[src/rtl/fmd_pkg.sv]
package fmd_pkg;

   typedef enum logic [1:0] {
      OP_DX   = 2'd0,
      OP_DY   = 2'd1,
      OP_SYNC = 2'd2,
      OP_IDLE = 2'd3
   } op_type;

   typedef enum logic [1:0] {
      REG_MOTION_THRESHOLD = 2'd0,
      REG_WINDOW_LENGTH    = 2'd1,
      REG_COOLDOWN         = 2'd2
   } reg_index_type;

   localparam int          THRESHOLD_WIDTH   = 24;
   localparam int          MS_CFG_WIDTH      = 16;
   localparam int          TIME_WIDTH        = 32;
   localparam int          DELTA_WIDTH       = 16;
   localparam int          CSR_DATA_WIDTH    = 24;
   localparam int          CSR_INDEX_WIDTH   = 2;
   localparam int          REQ_TDATA_WIDTH   = 48;
   localparam int          RSP_TDATA_WIDTH   = 8;

   localparam logic [23:0] THRESHOLD_RESET   = 24'd250;
   localparam logic [15:0] WINDOW_RESET      = 16'd40;
   localparam logic [15:0] COOLDOWN_RESET    = 16'd800;

endpackage

[src/rtl/fast_motion_detector.sv]
// fast_motion_detector
//
// Watches relative pointer events and raises a fast-motion flag.
// Input channel req_*: one event per item; req_tuser carries the opcode
// (x delta, y delta, frame sync, idle check), req_tdata the delta and a
// millisecond timestamp. Result channel rsp_*: exactly one item per input
// item, carrying the flag and its on/off edges.
// Configuration channel csr_*: threshold, window length and cooldown, written by
// index; always ready. Users write only while no event is in flight (not enforced).
//
// An accepted item is held in the input register, and then moves through the
// update logic into the result register once that register is free or being read.
// Throughput is one item per cycle while the receiver does not stall; the state
// update is a single add/compare pass between those two registers.
// When the receiver stalls, the result register holds, the input register
// fills, and req_tready drops; nothing is lost.
// Reset clears all sums, times and the flag, restores the default
// configuration (250, 40 ms, 800 ms) and empties both registers.
module fast_motion_detector
   import fmd_pkg::*;
#(
   parameter int ACC_WIDTH = 24
) (
   input  logic                        clock,
   input  logic                        reset,
   input  logic                        req_tvalid,
   output logic                        req_tready,
   input  logic [REQ_TDATA_WIDTH-1:0]  req_tdata,   // delta[15:0], now_ms[47:16]
   input  logic [1:0]                  req_tuser,   // opcode[1:0]
   output logic                        rsp_tvalid,
   input  logic                        rsp_tready,
   output logic [RSP_TDATA_WIDTH-1:0]  rsp_tdata,   // fast_active, became_active,
                                                    // became_inactive, zero pad
   input  logic                        csr_valid,
   output logic                        csr_ready,
   input  logic [CSR_INDEX_WIDTH-1:0]  csr_index,
   input  logic [CSR_DATA_WIDTH-1:0]   csr_data
);

   localparam int CMP_WIDTH = TIME_WIDTH + 1;

   // configuration
   logic [THRESHOLD_WIDTH-1:0] threshold_ff, threshold_in;
   logic [MS_CFG_WIDTH-1:0]    window_len_ff, window_len_in;
   logic [MS_CFG_WIDTH-1:0]    cooldown_ff, cooldown_in;

   // input register
   logic                       s1_valid_ff, s1_valid_in;
   op_type                     s1_op_ff, s1_op_in;
   logic signed [DELTA_WIDTH-1:0] s1_delta_ff, s1_delta_in;
   logic [TIME_WIDTH-1:0]      s1_now_ff, s1_now_in;

   // detector state
   logic signed [ACC_WIDTH-1:0] sum_x_ff, sum_x_in;
   logic signed [ACC_WIDTH-1:0] sum_y_ff, sum_y_in;
   logic [ACC_WIDTH-1:0]       total_ff, total_in;
   logic [TIME_WIDTH-1:0]      begin_ms_ff, begin_ms_in;
   logic [TIME_WIDTH-1:0]      last_fast_ff, last_fast_in;
   logic                       active_ff, active_in;

   // result register
   logic                       rsp_valid_ff, rsp_valid_in;
   logic                       rsp_fast_ff, rsp_fast_in;
   logic                       rsp_on_ff, rsp_on_in;
   logic                       rsp_off_ff, rsp_off_in;

   logic                       s1_advance;
   logic                       req_accept;

   logic signed [ACC_WIDTH:0]  add_x, add_y;
   logic signed [ACC_WIDTH:0]  delta_ext;
   logic signed [ACC_WIDTH-1:0] sat_x, sat_y;
   logic [ACC_WIDTH-1:0]       mag_x, mag_y;
   logic [ACC_WIDTH:0]         dist_sum, total_sum;
   logic [ACC_WIDTH-1:0]       frame_dist, total_new;
   logic [TIME_WIDTH-1:0]      since_begin, since_fast;
   logic                       window_done, cooled, is_fast;

   assign s1_advance = s1_valid_ff && (!rsp_valid_ff || rsp_tready);
   assign req_tready = !s1_valid_ff || s1_advance;
   assign req_accept = req_tvalid && req_tready;
   assign csr_ready  = 1'b1;

   assign rsp_tvalid = rsp_valid_ff;
   assign rsp_tdata  = {{(RSP_TDATA_WIDTH-3){1'b0}}, rsp_off_ff, rsp_on_ff, rsp_fast_ff};

   // saturating frame sums
   assign delta_ext = (ACC_WIDTH+1)'(s1_delta_ff);
   assign add_x = {sum_x_ff[ACC_WIDTH-1], sum_x_ff} + delta_ext;
   assign add_y = {sum_y_ff[ACC_WIDTH-1], sum_y_ff} + delta_ext;

   always_comb begin
      if (add_x[ACC_WIDTH] != add_x[ACC_WIDTH-1]) begin
         sat_x = {add_x[ACC_WIDTH], {(ACC_WIDTH-1){~add_x[ACC_WIDTH]}}};
      end else begin
         sat_x = add_x[ACC_WIDTH-1:0];
      end
      if (add_y[ACC_WIDTH] != add_y[ACC_WIDTH-1]) begin
         sat_y = {add_y[ACC_WIDTH], {(ACC_WIDTH-1){~add_y[ACC_WIDTH]}}};
      end else begin
         sat_y = add_y[ACC_WIDTH-1:0];
      end
   end

   // manhattan distance and window total
   assign mag_x      = sum_x_ff[ACC_WIDTH-1] ? (~sum_x_ff + ACC_WIDTH'(1)) : sum_x_ff;
   assign mag_y      = sum_y_ff[ACC_WIDTH-1] ? (~sum_y_ff + ACC_WIDTH'(1)) : sum_y_ff;
   assign dist_sum   = {1'b0, mag_x} + {1'b0, mag_y};
   assign frame_dist = dist_sum[ACC_WIDTH] ? {ACC_WIDTH{1'b1}} : dist_sum[ACC_WIDTH-1:0];
   assign total_sum  = {1'b0, total_ff} + {1'b0, frame_dist};
   assign total_new  = total_sum[ACC_WIDTH] ? {ACC_WIDTH{1'b1}} : total_sum[ACC_WIDTH-1:0];

   assign since_begin = s1_now_ff - begin_ms_ff;
   assign since_fast  = s1_now_ff - last_fast_ff;
   assign window_done = since_begin >= TIME_WIDTH'(window_len_ff);
   assign cooled      = since_fast > TIME_WIDTH'(cooldown_ff);
   assign is_fast     = CMP_WIDTH'(total_new) >= CMP_WIDTH'(threshold_ff);

   always_comb begin
      threshold_in  = threshold_ff;
      window_len_in = window_len_ff;
      cooldown_in   = cooldown_ff;
      if (csr_valid && csr_ready) begin
         case (reg_index_type'(csr_index))
            REG_MOTION_THRESHOLD: threshold_in  = csr_data[THRESHOLD_WIDTH-1:0];
            REG_WINDOW_LENGTH:    window_len_in = csr_data[MS_CFG_WIDTH-1:0];
            REG_COOLDOWN:         cooldown_in   = csr_data[MS_CFG_WIDTH-1:0];
            default: ;
         endcase
      end
   end

   always_comb begin
      s1_valid_in = s1_valid_ff;
      s1_op_in    = s1_op_ff;
      s1_delta_in = s1_delta_ff;
      s1_now_in   = s1_now_ff;
      if (req_accept) begin
         s1_valid_in = 1'b1;
         s1_op_in    = op_type'(req_tuser);
         s1_delta_in = req_tdata[DELTA_WIDTH-1:0];
         s1_now_in   = req_tdata[DELTA_WIDTH +: TIME_WIDTH];
      end else if (s1_advance) begin
         s1_valid_in = 1'b0;
      end
   end

   always_comb begin
      sum_x_in     = sum_x_ff;
      sum_y_in     = sum_y_ff;
      total_in     = total_ff;
      begin_ms_in  = begin_ms_ff;
      last_fast_in = last_fast_ff;
      active_in    = active_ff;
      if (s1_advance) begin
         case (s1_op_ff)
            OP_DX: sum_x_in = sat_x;
            OP_DY: sum_y_in = sat_y;
            OP_SYNC: begin
               sum_x_in = '0;
               sum_y_in = '0;
               if (frame_dist != '0) begin
                  total_in = total_new;
                  if (window_done) begin
                     if (is_fast) begin
                        last_fast_in = s1_now_ff;
                        active_in    = 1'b1;
                     end else if (active_ff && cooled) begin
                        active_in = 1'b0;
                     end
                     total_in    = '0;
                     begin_ms_in = s1_now_ff;
                  end
               end
            end
            OP_IDLE: begin
               if (active_ff && cooled) begin
                  active_in = 1'b0;
               end
            end
            default: ;
         endcase
      end
   end

   always_comb begin
      rsp_valid_in = rsp_valid_ff;
      rsp_fast_in  = rsp_fast_ff;
      rsp_on_in    = rsp_on_ff;
      rsp_off_in   = rsp_off_ff;
      if (s1_advance) begin
         rsp_valid_in = 1'b1;
         rsp_fast_in  = active_in;
         rsp_on_in    = !active_ff && active_in;
         rsp_off_in   = active_ff && !active_in;
      end else if (rsp_tready) begin
         rsp_valid_in = 1'b0;
      end
   end

   always_ff @(posedge clock) begin
      if (reset) begin
         threshold_ff  <= THRESHOLD_RESET[THRESHOLD_WIDTH-1:0];
         window_len_ff <= WINDOW_RESET;
         cooldown_ff   <= COOLDOWN_RESET;
         s1_valid_ff   <= 1'b0;
         sum_x_ff      <= '0;
         sum_y_ff      <= '0;
         total_ff      <= '0;
         begin_ms_ff   <= '0;
         last_fast_ff  <= '0;
         active_ff     <= 1'b0;
         rsp_valid_ff  <= 1'b0;
      end else begin
         threshold_ff  <= threshold_in;
         window_len_ff <= window_len_in;
         cooldown_ff   <= cooldown_in;
         s1_valid_ff   <= s1_valid_in;
         sum_x_ff      <= sum_x_in;
         sum_y_ff      <= sum_y_in;
         total_ff      <= total_in;
         begin_ms_ff   <= begin_ms_in;
         last_fast_ff  <= last_fast_in;
         active_ff     <= active_in;
         rsp_valid_ff  <= rsp_valid_in;
      end
   end

   always_ff @(posedge clock) begin
      s1_op_ff    <= s1_op_in;
      s1_delta_ff <= s1_delta_in;
      s1_now_ff   <= s1_now_in;
      rsp_fast_ff <= rsp_fast_in;
      rsp_on_ff   <= rsp_on_in;
      rsp_off_ff  <= rsp_off_in;
   end

   a_edges_exclusive: assert property (@(posedge clock) disable iff (reset)
      rsp_valid_ff |-> !(rsp_on_ff && rsp_off_ff))
      else $error("result marks both on and off edges");

   a_on_means_active: assert property (@(posedge clock) disable iff (reset)
      rsp_valid_ff && rsp_on_ff |-> rsp_fast_ff)
      else $error("on edge reported with flag clear");

   a_off_means_inactive: assert property (@(posedge clock) disable iff (reset)
      rsp_valid_ff && rsp_off_ff |-> !rsp_fast_ff)
      else $error("off edge reported with flag set");

   a_advance_fills_result: assert property (@(posedge clock) disable iff (reset)
      s1_advance |=> rsp_valid_ff && (rsp_fast_ff == active_ff))
      else $error("result register does not match detector state");

endmodule

[config.mk]
export PLATFORM = sky130hd
export DESIGN_NAME = fast_motion_detector
export DESIGN_NICKNAME = d
export VERILOG_FILES = /design/src/rtl/fmd_pkg.sv /design/src/rtl/fast_motion_detector.sv
export SDC_FILE = /design/constraint.sdc
export NUM_CORES = 1
export LEC_CHECK = 0
export BUFFER_PORTS_ARGS = -buffer_cell sky130_fd_sc_hd__clkbuf_2
export CORE_UTILIZATION = 42
export DETAILED_ROUTE_END_ITERATION = 10
export PLACE_DENSITY = 0.64
export SLEW_MARGIN = 20
export SYNTH_ARGS = -nofsm -noshare
export SYNTH_HDL_FRONTEND = slang
export SYNTH_SLANG_ARGS = --single-unit
[constraint.sdc]
create_clock -name clock -period 18.6 [get_ports clock]
set_input_delay 3.72 -clock clock [delete_from_list [all_inputs] [get_ports clock]]
set_output_delay 3.72 -clock clock [all_outputs]
set_load 0.01 [all_outputs]
After elaboration in Yosys (flattened, before gate mapping)
Index checks and enable logic that the tools add are counted.

Add/sub/neg operators: 8. $mul: 0. Divide/modulo/power cells: 0. Order comparisons: 3. Equality and inequality tests: 7. Shifts and indexed selects: 0. Muxes and demuxes: 19. Bitwise gates (word level): 4. Reductions and logical operators: 26.

Operator list (count): two-way mux 24 bit (7); one-hot mux 24 bit (2 select lines) (2); subtractor 32 bit (2); adder 24 x 16 -> 25 bit (2); adder 24 x 24 -> 25 bit (2); adder 24 x 2 -> 24 bit (second input constant) (2); NOT 24 bit (2); greater-or-equal comparator 32 x 16 -> 1 bit (1); > comparator 32 x 16 -> 1 bit (1); greater-or-equal comparator 24 bit (1); nonzero test 24 bit (1); AND reduction 2 bit (5); two-way mux 1 bit (9); nonzero test 2 bit (4); equality test 2 bit (second input constant) (3); logical AND 1 bit (5); AND reduction 5 bit (1); equality test 2 x 1 -> 1 bit (second input constant) (2); logical NOT 1 bit (4); logical NOT 2 bit (2); AND reduction 4 bit (1); AND reduction 3 bit (1); logical OR 1 bit (2); != test 1 bit (2); 2 further kinds (3).

Register bits after elaboration: 248. Bits in latches: 0. Memory bits (writable): 0. ROM bits: 0. Word-level logic and storage cells: 84. Memories kept: 0.

Depth between registers and ports, before layout
Gate-level depths: netlist of the first run.

Depth after elaboration: 15. Gate-level depth with buffers: 47. Mapped depth without buffers: 42.

Least setup slack after synthesis of the first run
Ideal clock, no wire load.

Kind: reg-to-reg. Start point: reg sum_x_ff[1]. End point: reg last_fast_ff[1]. Setup time: 128 ps. Arrival: 8273 ps. Slack: 10199 ps. Cell stages (with the launch flop): 46. Buffers on the path: 6. Period minus slack after synthesis: 8401 ps. Path through: dfxtp_1 inv_1 ha_1 nand2_1 or3_1 nand2b_1 nand2b_1 nand2_1 xnor2_1 ha_1 buf_2 and3_1 clkbuf_1 nand4_1 a211o_1 a31oi_1 o21ai_1 and2_0 [... 10 more ...] o21bai_1 a21o_1 a31o_2 clkbuf_1 or2_2 ha_1 a21o_1 a21oi_1 o21ai_0 a2111oi_0 o31a_1 o21ai_0 a221oi_1 inv_1 nand4_4 buf_6 mux2i_1 nor2_1.

Longest elaborated chain between the ends: 9.

RTL lines: start: declaration (line fast_motion_detector.sv:54) `logic signed [ACC_WIDTH-1:0] sum_x_ff, sum_x_in;`; start signal: assignment (line fast_motion_detector.sv:219) `sum_x_ff <= sum_x_in;`; NOT 24 bit (line fast_motion_detector.sv:106) `assign mag_x = sum_x_ff[ACC_WIDTH-1] ? (~sum_x_ff + ACC_WIDTH'(1)) : sum_x_ff;`; adder 24 x 2 -> 24 bit (line fast_motion_detector.sv:106); two-way mux 24 bit (*) (line fast_motion_detector.sv:106); adder 24 x 24 -> 25 bit (*) (line fast_motion_detector.sv:108) `assign dist_sum = {1'b0, mag_x} + {1'b0, mag_y};`; two-way mux 24 bit (*) (line fast_motion_detector.sv:109) `assign frame_dist = dist_sum[ACC_WIDTH] ? {ACC_WIDTH{1'b1}} : dist_sum[ACC_WIDTH-1:0];`; adder 24 x 24 -> 25 bit (line fast_motion_detector.sv:110) `assign total_sum = {1'b0, total_ff} + {1'b0, frame_dist};`; two-way mux 24 bit (line fast_motion_detector.sv:111) `assign total_new = total_sum[ACC_WIDTH] ? {ACC_WIDTH{1'b1}} : total_sum[ACC_WIDTH-1:0];`; greater-or-equal comparator 24 bit (line fast_motion_detector.sv:117) `assign is_fast = CMP_WIDTH'(total_new) >= CMP_WIDTH'(threshold_ff);`; AND reduction 5 bit (no source line) (*); end signal: assignment (line fast_motion_detector.sv:223) `last_fast_ff <= last_fast_in;`; end: declaration (line fast_motion_detector.sv:58) `logic [TIME_WIDTH-1:0] last_fast_ff, last_fast_in;`.

Every way passes the cells marked *; elsewhere a longest branch is shown, timed or not. A chain may end at the register's enable or synchronous reset.

Worst setup path after layout of the first run
Start point: reg sum_y_ff[1]. End point: reg last_fast_ff[17].

Longest elaborated chain between the ends: 9.

RTL lines: start: declaration (line fast_motion_detector.sv:55) `logic signed [ACC_WIDTH-1:0] sum_y_ff, sum_y_in;`; start signal: assignment (line fast_motion_detector.sv:220) `sum_y_ff <= sum_y_in;`; NOT 24 bit (line fast_motion_detector.sv:107) `assign mag_y = sum_y_ff[ACC_WIDTH-1] ? (~sum_y_ff + ACC_WIDTH'(1)) : sum_y_ff;`; adder 24 x 2 -> 24 bit (line fast_motion_detector.sv:107); two-way mux 24 bit (*) (line fast_motion_detector.sv:107); adder 24 x 24 -> 25 bit (*) (line fast_motion_detector.sv:108); two-way mux 24 bit (*) (line fast_motion_detector.sv:109); adder 24 x 24 -> 25 bit (line fast_motion_detector.sv:110); two-way mux 24 bit (line fast_motion_detector.sv:111); greater-or-equal comparator 24 bit (line fast_motion_detector.sv:117); AND reduction 5 bit (no source line) (*).

Marks and branches as above.

==> impl_metrics.csv, run 1 <==
group,metric,value,unit
setup_path,worst_setup_path_start_kind,"flop",
setup_path,critPathKind,"reg -> reg",
logic_synthesis,syn_avg_cell_area,8.00,sq um
hold_path,min_from,"threshold_ff[15]",
logic_synthesis,synth_top_area_share,19.8,%
sta,setup_violations,0,
placed_design,io_buffers,85,
setup_path,cp.required,19010,ps
sta,slew_viol_final,0,
clock_network,cts_resized,0,
global_route,grt_pass1_wl,83.6,mm
setup_path,cp_data_arrival_time,10260,ps
setup_path,r2r_start,"sum_y_ff[1]",
clock_network,post-cts-setup-buffer-count,0,
sta,setup-tns-final,0,ps
route,vias,17400,
cells_and_area,fillers,4421,
floorplanning,rows,78,
setup_path,path_max_fanout,32,
logic_synthesis,synthFlopType,"dfxtp_1",
clock_network,ctsHoldBuffers,0,
cells_and_area,multi_input_area,13100,sq um
clock_network,numCtsBuffers,30,
global_route,grt_pass1_vias,16400,
sta,min_period_over_period,52.9,%
hold_path,whs_path_depth,2,
logic_synthesis,synth.area.top_cells,"dfxtp_1 20%, ha_1 14%, edfxtp_1 8.1%",
global_route,grt.total_usage,21.4,%
global_route,antenna_found_initial,0,
route,ant_nets,0,
setup_path,worstRegToRegCells,41,
setup_path,critPathSlowestCell,"a221oi_1",
clock_network,clockBufferDepth,3,
setup_path,reg2reg_to,"last_fast_ff[17]",
pwr,power.leakage,9.42,nW
sta,clock_skew,18.8,ps
route,drt-initial-drc-count,1090,
sta,tightest_slew,1130,ps
global_route,grt_max_degree,82,
logic_synthesis,yosys_warnings,0,
route,wl_per_cell,16.7,um
route,wl,51.9,mm
logic_synthesis,yosys.area.top_type,"dfxtp_1",
route,viasPerCell,5.60,
route,drt_drc_violations_left,0,
cells_and_area,nNetsFinal,2798,
cells_and_area,area_growth,9.51,%
clock_network,clock-sinks,248,
sta,finalHoldViolCount,0,
floorplanning,ioPinCount,92,
logic_synthesis,ys_ff_latch,248,
placed_design,dp_hpwl,40.0,mm
logic_synthesis,synthesis.instances,2461,
cells_and_area,final-seq-area,5500,sq um
setup_path,critPathCaptureType,"flop",
logic_synthesis,synth_cell_type_count,84,
logic_synthesis,netlist_area,19700,sq um
floorplanning,initial_core_util,43.0,%
floorplanning,die_h,219,um
logic_synthesis,synth_edf_count,53,
sta,relSlewSlack,23.9,%
cells_and_area,antenna_cells,0,
logic_synthesis,async_reset_ff_share,0,%
setup_path,reg2reg_slack,8750,ps
global_route,grt-ovfl-total,0,
placed_design,gp_congestion,0.927,
route,drt_pass1_iterations,5,
sta,fmax,102,MHz
clock_network,clock_latency,580,ps
hold_path,min_path_type,"reg -> reg",
sta,rsz0062_at_grt,"false",
logic_synthesis,ys_seq_area_share,27.9,%
floorplanning,dieArea,47700,sq um
sta,hold_ws,458,ps
clock_network,htreeDepth,1,
hold_path,hold_end,"threshold_ff[15]",
pwr,power.total,1.55,mW
sta,fin_crit,9850,ps
clock_network,cts_tree,"yes",
cells_and_area,drive_above_1_share,7.76,%
run_status,status,"completed",
run,maxCapViolCount,0,
floorplanning,fp.coreArea,45800,sq um
clock_network,path_clk_slew,60,ps
pwr,ir_drop,0.0728,mV
pwr,cellPowerDensity,71.8,nW/um^2
floorplanning,dieWidth,219,um
clock_network,cts_root_buffer,"clkbuf_16",
setup_path,cpPeakStageDelay,640,ps
==> layout make-up <==
cell class,count,area share (%)
clock buffer,40,3.89
clock inverter,14,1.04
multi-input combinational,1938,60.7
inverter,180,3.13
timing repair buffer,94,2.30
tap,600,3.48
sequential,248,25.5
==> power breakdown <==
part / internal [mW] / switching (mW) / leakage [nW]
registers: 0.569 / 0.0197 / 2.10
clock network: 0.397 / 0.239 / 0.519
logic: 0.130 / 0.193 / 6.80
total: 1.10 / 0.452 / 9.42
==> worst max path at each step <==
stage	startpoint	to	slack [ps]	depth (start not counted)
6_report	sum_y_ff[1]	last_fast_ff[17]	8750	41
5_1_grt	sum_y_ff[1]	last_fast_ff[17]	7850	41
4_1_cts	sum_x_ff[1]	last_fast_ff[17]	8790	40
3_5_place_dp	sum_y_ff[1]	last_fast_ff[29]	8860	40
3_3_place_gp	sum_x_ff[1]	last_fast_ff[4]	9130	40
2_1_floorplan	sum_x_ff[1]	last_fast_ff[1]	10200	45
==> metrics by stage <==
stage | util [%] | cells | setup WS [ps] | area, sq um
after global placement | 44.8 | 3060 | 9130 | 20500
after detailed placement | 44.8 | 3060 | 8860 | 20500
after CTS | 47.1 | 3114 | 8790 | 21600
after floorplan | - | 2465 | 10200 | 19700
final | 47.1 | 3114 | 8750 | 21600
after global routing | 47.1 | 3114 | 7850 | 21600
==> kinds of logic (layout without fill, tap and decap cells) <==
group | Yosys count | count (layout) | share of synthesized area [%]
AO/OA/AOI/OAI | 663 | 663 | 21.4
adder cells (fa/ha/maj) | 225 | 225 | 14.5
AND/OR/NAND/NOR | 811 | 811 | 19.5
flip-flops | 248 | 248 | 27.9
multiplexers | 74 | 74 | 3.76
buffers and inverters | 279 | 328 | 5.83
XOR/XNOR | 159 | 159 | 7.07
other | 2 | 6 | 0.0381
==> synth_stat cells (all sizes together) (6+ instances only) <==
cell,count
nand2,293
ha,219
a21oi,217
nor2,211
dfxtp,195
inv,180
o21ai,144
xnor2,113
mux2i,74
a21o,71
clkbuf,70
edfxtp,53
nand3,48
xor2,46
nand2b,39
nor3,36
buf,29
nand4,27
or2,26
a31oi,24
o31ai,23
and3,22
a22oi,21
or3,21
o211ai,20
o21bai,19
a211oi,18
nor2b,18
o21a,18
and2,16
nor4,16
a211o,10
o41ai,10
o2111ai,8
a2111oi,7
and4,7
a21boi,6
fa,6
nand3b,6
==> cell usage in the layout, fill, tap and decap left out, types with 53 or more instances in the layout <==
cell / n
nand2_1: 292
ha_1: 219
a21oi_1: 213
nor2_1: 210
dfxtp_1: 195
inv_1: 178
o21ai_0: 126
xnor2_1: 113
clkbuf_2: 84
mux2i_1: 74
a21o_1: 71
edfxtp_1: 53
==> critical path, delay by kind of cell (launching register included) <==
kind            cells  cell delay [ps]
compound gates     19             4630
fa+ha+maj           4             1120
flops               1              370
xor+xnor            1               70
buf+inv             3              500
simple gates       13             2690
mux                 1              280
==> registers in the layout, indices dropped and copies added (netlist names), 24 cells and up <==
| signal | count |
|---|---|
| begin_ms_ff | 32 |
| last_fast_ff | 32 |
| s1_now_ff | 32 |
| sum_x_ff | 24 |
| sum_y_ff | 24 |
| threshold_ff | 24 |
| total_ff | 24 |
==> layer usage <==
layer,part of all wire (%),vias up,track usage [%]
met1,49,8150,30.0
met4,2.4,0,5.45
met3,4.2,71,2.57
li1,-,8808,-
met2,45,413,34.7
met5,0,-,0
Note: power is estimated with default switching activity, not from simulation.
==> run 2: changes to the inputs <==
- PLACE_DENSITY: 0.64 -> 0.66
- clock period: 18.6 -> 8.85 ns (I/O delays scaled with it)
==> run 2 against run 1 <==
Compared with the run above: cell area grew 1.5%; global-route usage decreased by 0.067 points; flip-flop and latch count did not move; die area did not move; combinational power is 120% higher; core utilization rose by 0.73 points; non-clock buffer count is 24 higher; largest cell class unchanged; worst setup slack got worse by 8300 ps; clock-buffer cell count down 8; sequential power increased by 110%.
==> impl_metrics.csv, run 2 (synthesis gave the netlist of run 1 again) <==
group,metric,value,unit
setup_path,worst_setup_path_start_kind,"flop",
cells_and_area,layout_common_cells,"292 x nand2_1, 213 x ha_1, 210 x nor2_1",
clock_network,path_clk_slew,70,ps
setup_path,critPathSlowestCell,"dfxtp_2",
floorplanning,rows,78,
floorplanning,fp.coreArea,45800,sq um
cells_and_area,biggestRegsByFlops,"begin_ms_ff: 32 flops, last_fast_ff: 32 flops, s1_now_ff: 32 flops",
route,ant_nets,0,
floorplanning,dieArea,47700,sq um
pwr,power.total,3.08,mW
cells_and_area,nNetsFinal,2822,
setup_path,path_max_fanout,14,
cells_and_area,multi_input_area,13400,sq um
sta,setup_violations,0,
setup_path,crit_top_cell,"a21o_1",
sta,tightest_slew,1080,ps
global_route,grt_pass1_vias,16300,
cells_and_area,antenna_cells,0,
pwr,ir_drop,0.206,mV
pwr,power.leakage,9.49,nW
floorplanning,dieWidth,219,um
route,wl_per_cell,17.0,um
placed_design,dp_hpwl,40.3,mm
clock_network,ctsHoldBuffers,0,
placed_design,gp_congestion,0.914,
setup_path,cp.required,9260,ps
sta,hold_ws,456,ps
sta,fmax,119,MHz
global_route,grt_max_degree,78,
placed_design,pre_cts_slack,-167,ps
global_route,antenna_found_initial,0,
route,viasPerCell,5.64,
setup_path,reg2reg_slack,460,ps
floorplanning,ioPinCount,92,
sta,finalHoldViolCount,0,
placed_design,io_buffers,85,
clock_network,clock-sinks,248,
hold_path,min_path_type,"reg -> reg",
clock_network,cts_root_buffer,"clkbuf_16",
sta,fin_ws,457,ps
setup_path,critPathCaptureType,"flop",
cells_and_area,final_common_cell,"nand2_1",
global_route,grt_pass1_wl,83.5,mm
route,drt-initial-drc-count,1365,
clock_network,htreeDepth,1,
clock_network,clockBufferDepth,3,
setup_path,cpPeakStageDelay,360,ps
floorplanning,die_h,219,um
floorplanning,initial_core_util,43.0,%
run_status,status,"completed",
clock_network,numCtsBuffers,28,
sta,clock_skew,30.7,ps
clock_network,cts_tree,"yes",
setup_path,critPathKind,"reg -> reg",
cells_and_area,instances_no_fill,3138,
cells_and_area,area_growth,11.2,%
run,maxCapViolCount,0,
cells_and_area,drive_above_1_share,10.1,%
pwr,cellPowerDensity,141,nW/um^2
cells_and_area,utilization,47.8,%
sta,slew_viol_final,0,
sta,min_period_over_period,94.8,%
clock_network,clock_latency,580,ps
placed_design,dp.cells,3072,
sta,fin_crit,8390,ps
route,wl,53.2,mm
sta,relSlewSlack,27.8,%
route,drt_drc_violations_left,0,
global_route,grt-ovfl-total,0,
route,vias,17700,
global_route,grt.total_usage,21.4,%
setup_path,cp_data_arrival_time,8810,ps
cells_and_area,fillers,4441,
route,drt_pass1_iterations,5,
cells_and_area,final-seq-area,5500,sq um
-- run 2: cell count changes in the layout (fill, tap and decap cells not counted), moves of 5 or more --
| cell | change |
|---|---|
| buf_4 | +19 |
| o31ai_2 | +5 |
| ha_2 | +5 |
| bufinv_16 | -5 |
| o31ai_1 | -5 |
| clkinv_1 | +5 |
| ha_1 | -6 |
-- run 2: final cells by class --
class / count / share of cell area, %
repair buffers: 118 / 3.34
flip-flops and latches: 248 / 25.1
clock inverters: 20 / 0.691
clock buffers: 32 / 3.27
well taps: 600 / 3.43
inverters: 180 / 3.09
multi-input cells: 1940 / 61.1
-- run 2: through the flow --
step | instance area (sq um) | TNS [ps]
2_1_floorplan | 19700 | 0
3_3_place_gp | 20600 | 0
3_5_place_dp | 20600 | -4440
4_1_cts | 21500 | 0
5_1_grt | 21900 | -826
6_report | 21900 | 0
-- run 2: where the power goes --
group	switching (mW)	total [mW]	internal, mW
clock	0.505	1.12	0.612
sequential	0.0442	1.24	1.20
combinational	0.422	0.719	0.297
total	0.971	3.08	2.11
-- run 2: repair_timing --
item	4_1_cts	5_1_grt
gates cloned	0	5
pin swaps	0	17
endpoints found under the setup margin	32	36
resized for setup	5	52
hold endpoints to repair	0	0
buffers inserted	0	9
-- run 2: worst paths after layout --
check | from | end | depth (start not counted)
worst max-delay path | sum_x_ff[1] | last_fast_ff[25] | 40
worst max register to register | sum_x_ff[1] | last_fast_ff[25] | 40
worst min register to register | cooldown_ff[12] | cooldown_ff[12] | 2
worst min-delay path | cooldown_ff[12] | cooldown_ff[12] | 2
-- run 2: worst max-delay path: cells and delay by family (launching register included) --
kind / cells / cell delay [ps]
flip-flops: 1 / 360
buffers and inverters: 5 / 690
adder cells (fa/ha/maj): 4 / 1110
AND/OR/NAND/NOR: 8 / 1380
XOR/XNOR: 1 / 160
AO/OA/AOI/OAI: 21 / 4300
multiplexers: 1 / 220
-- run 2: routing by layer --
metal | GRT usage (%) | wire [um] | vias to the layer above
met1 | 30.6 | 26100 | 8306
met2 | 33.9 | 23200 | 448
met3 | 2.55 | 2660 | 80
li1 | - | - | 8859
met5 | 0 | 0 | -
met4 | 5.10 | 1220 | 0
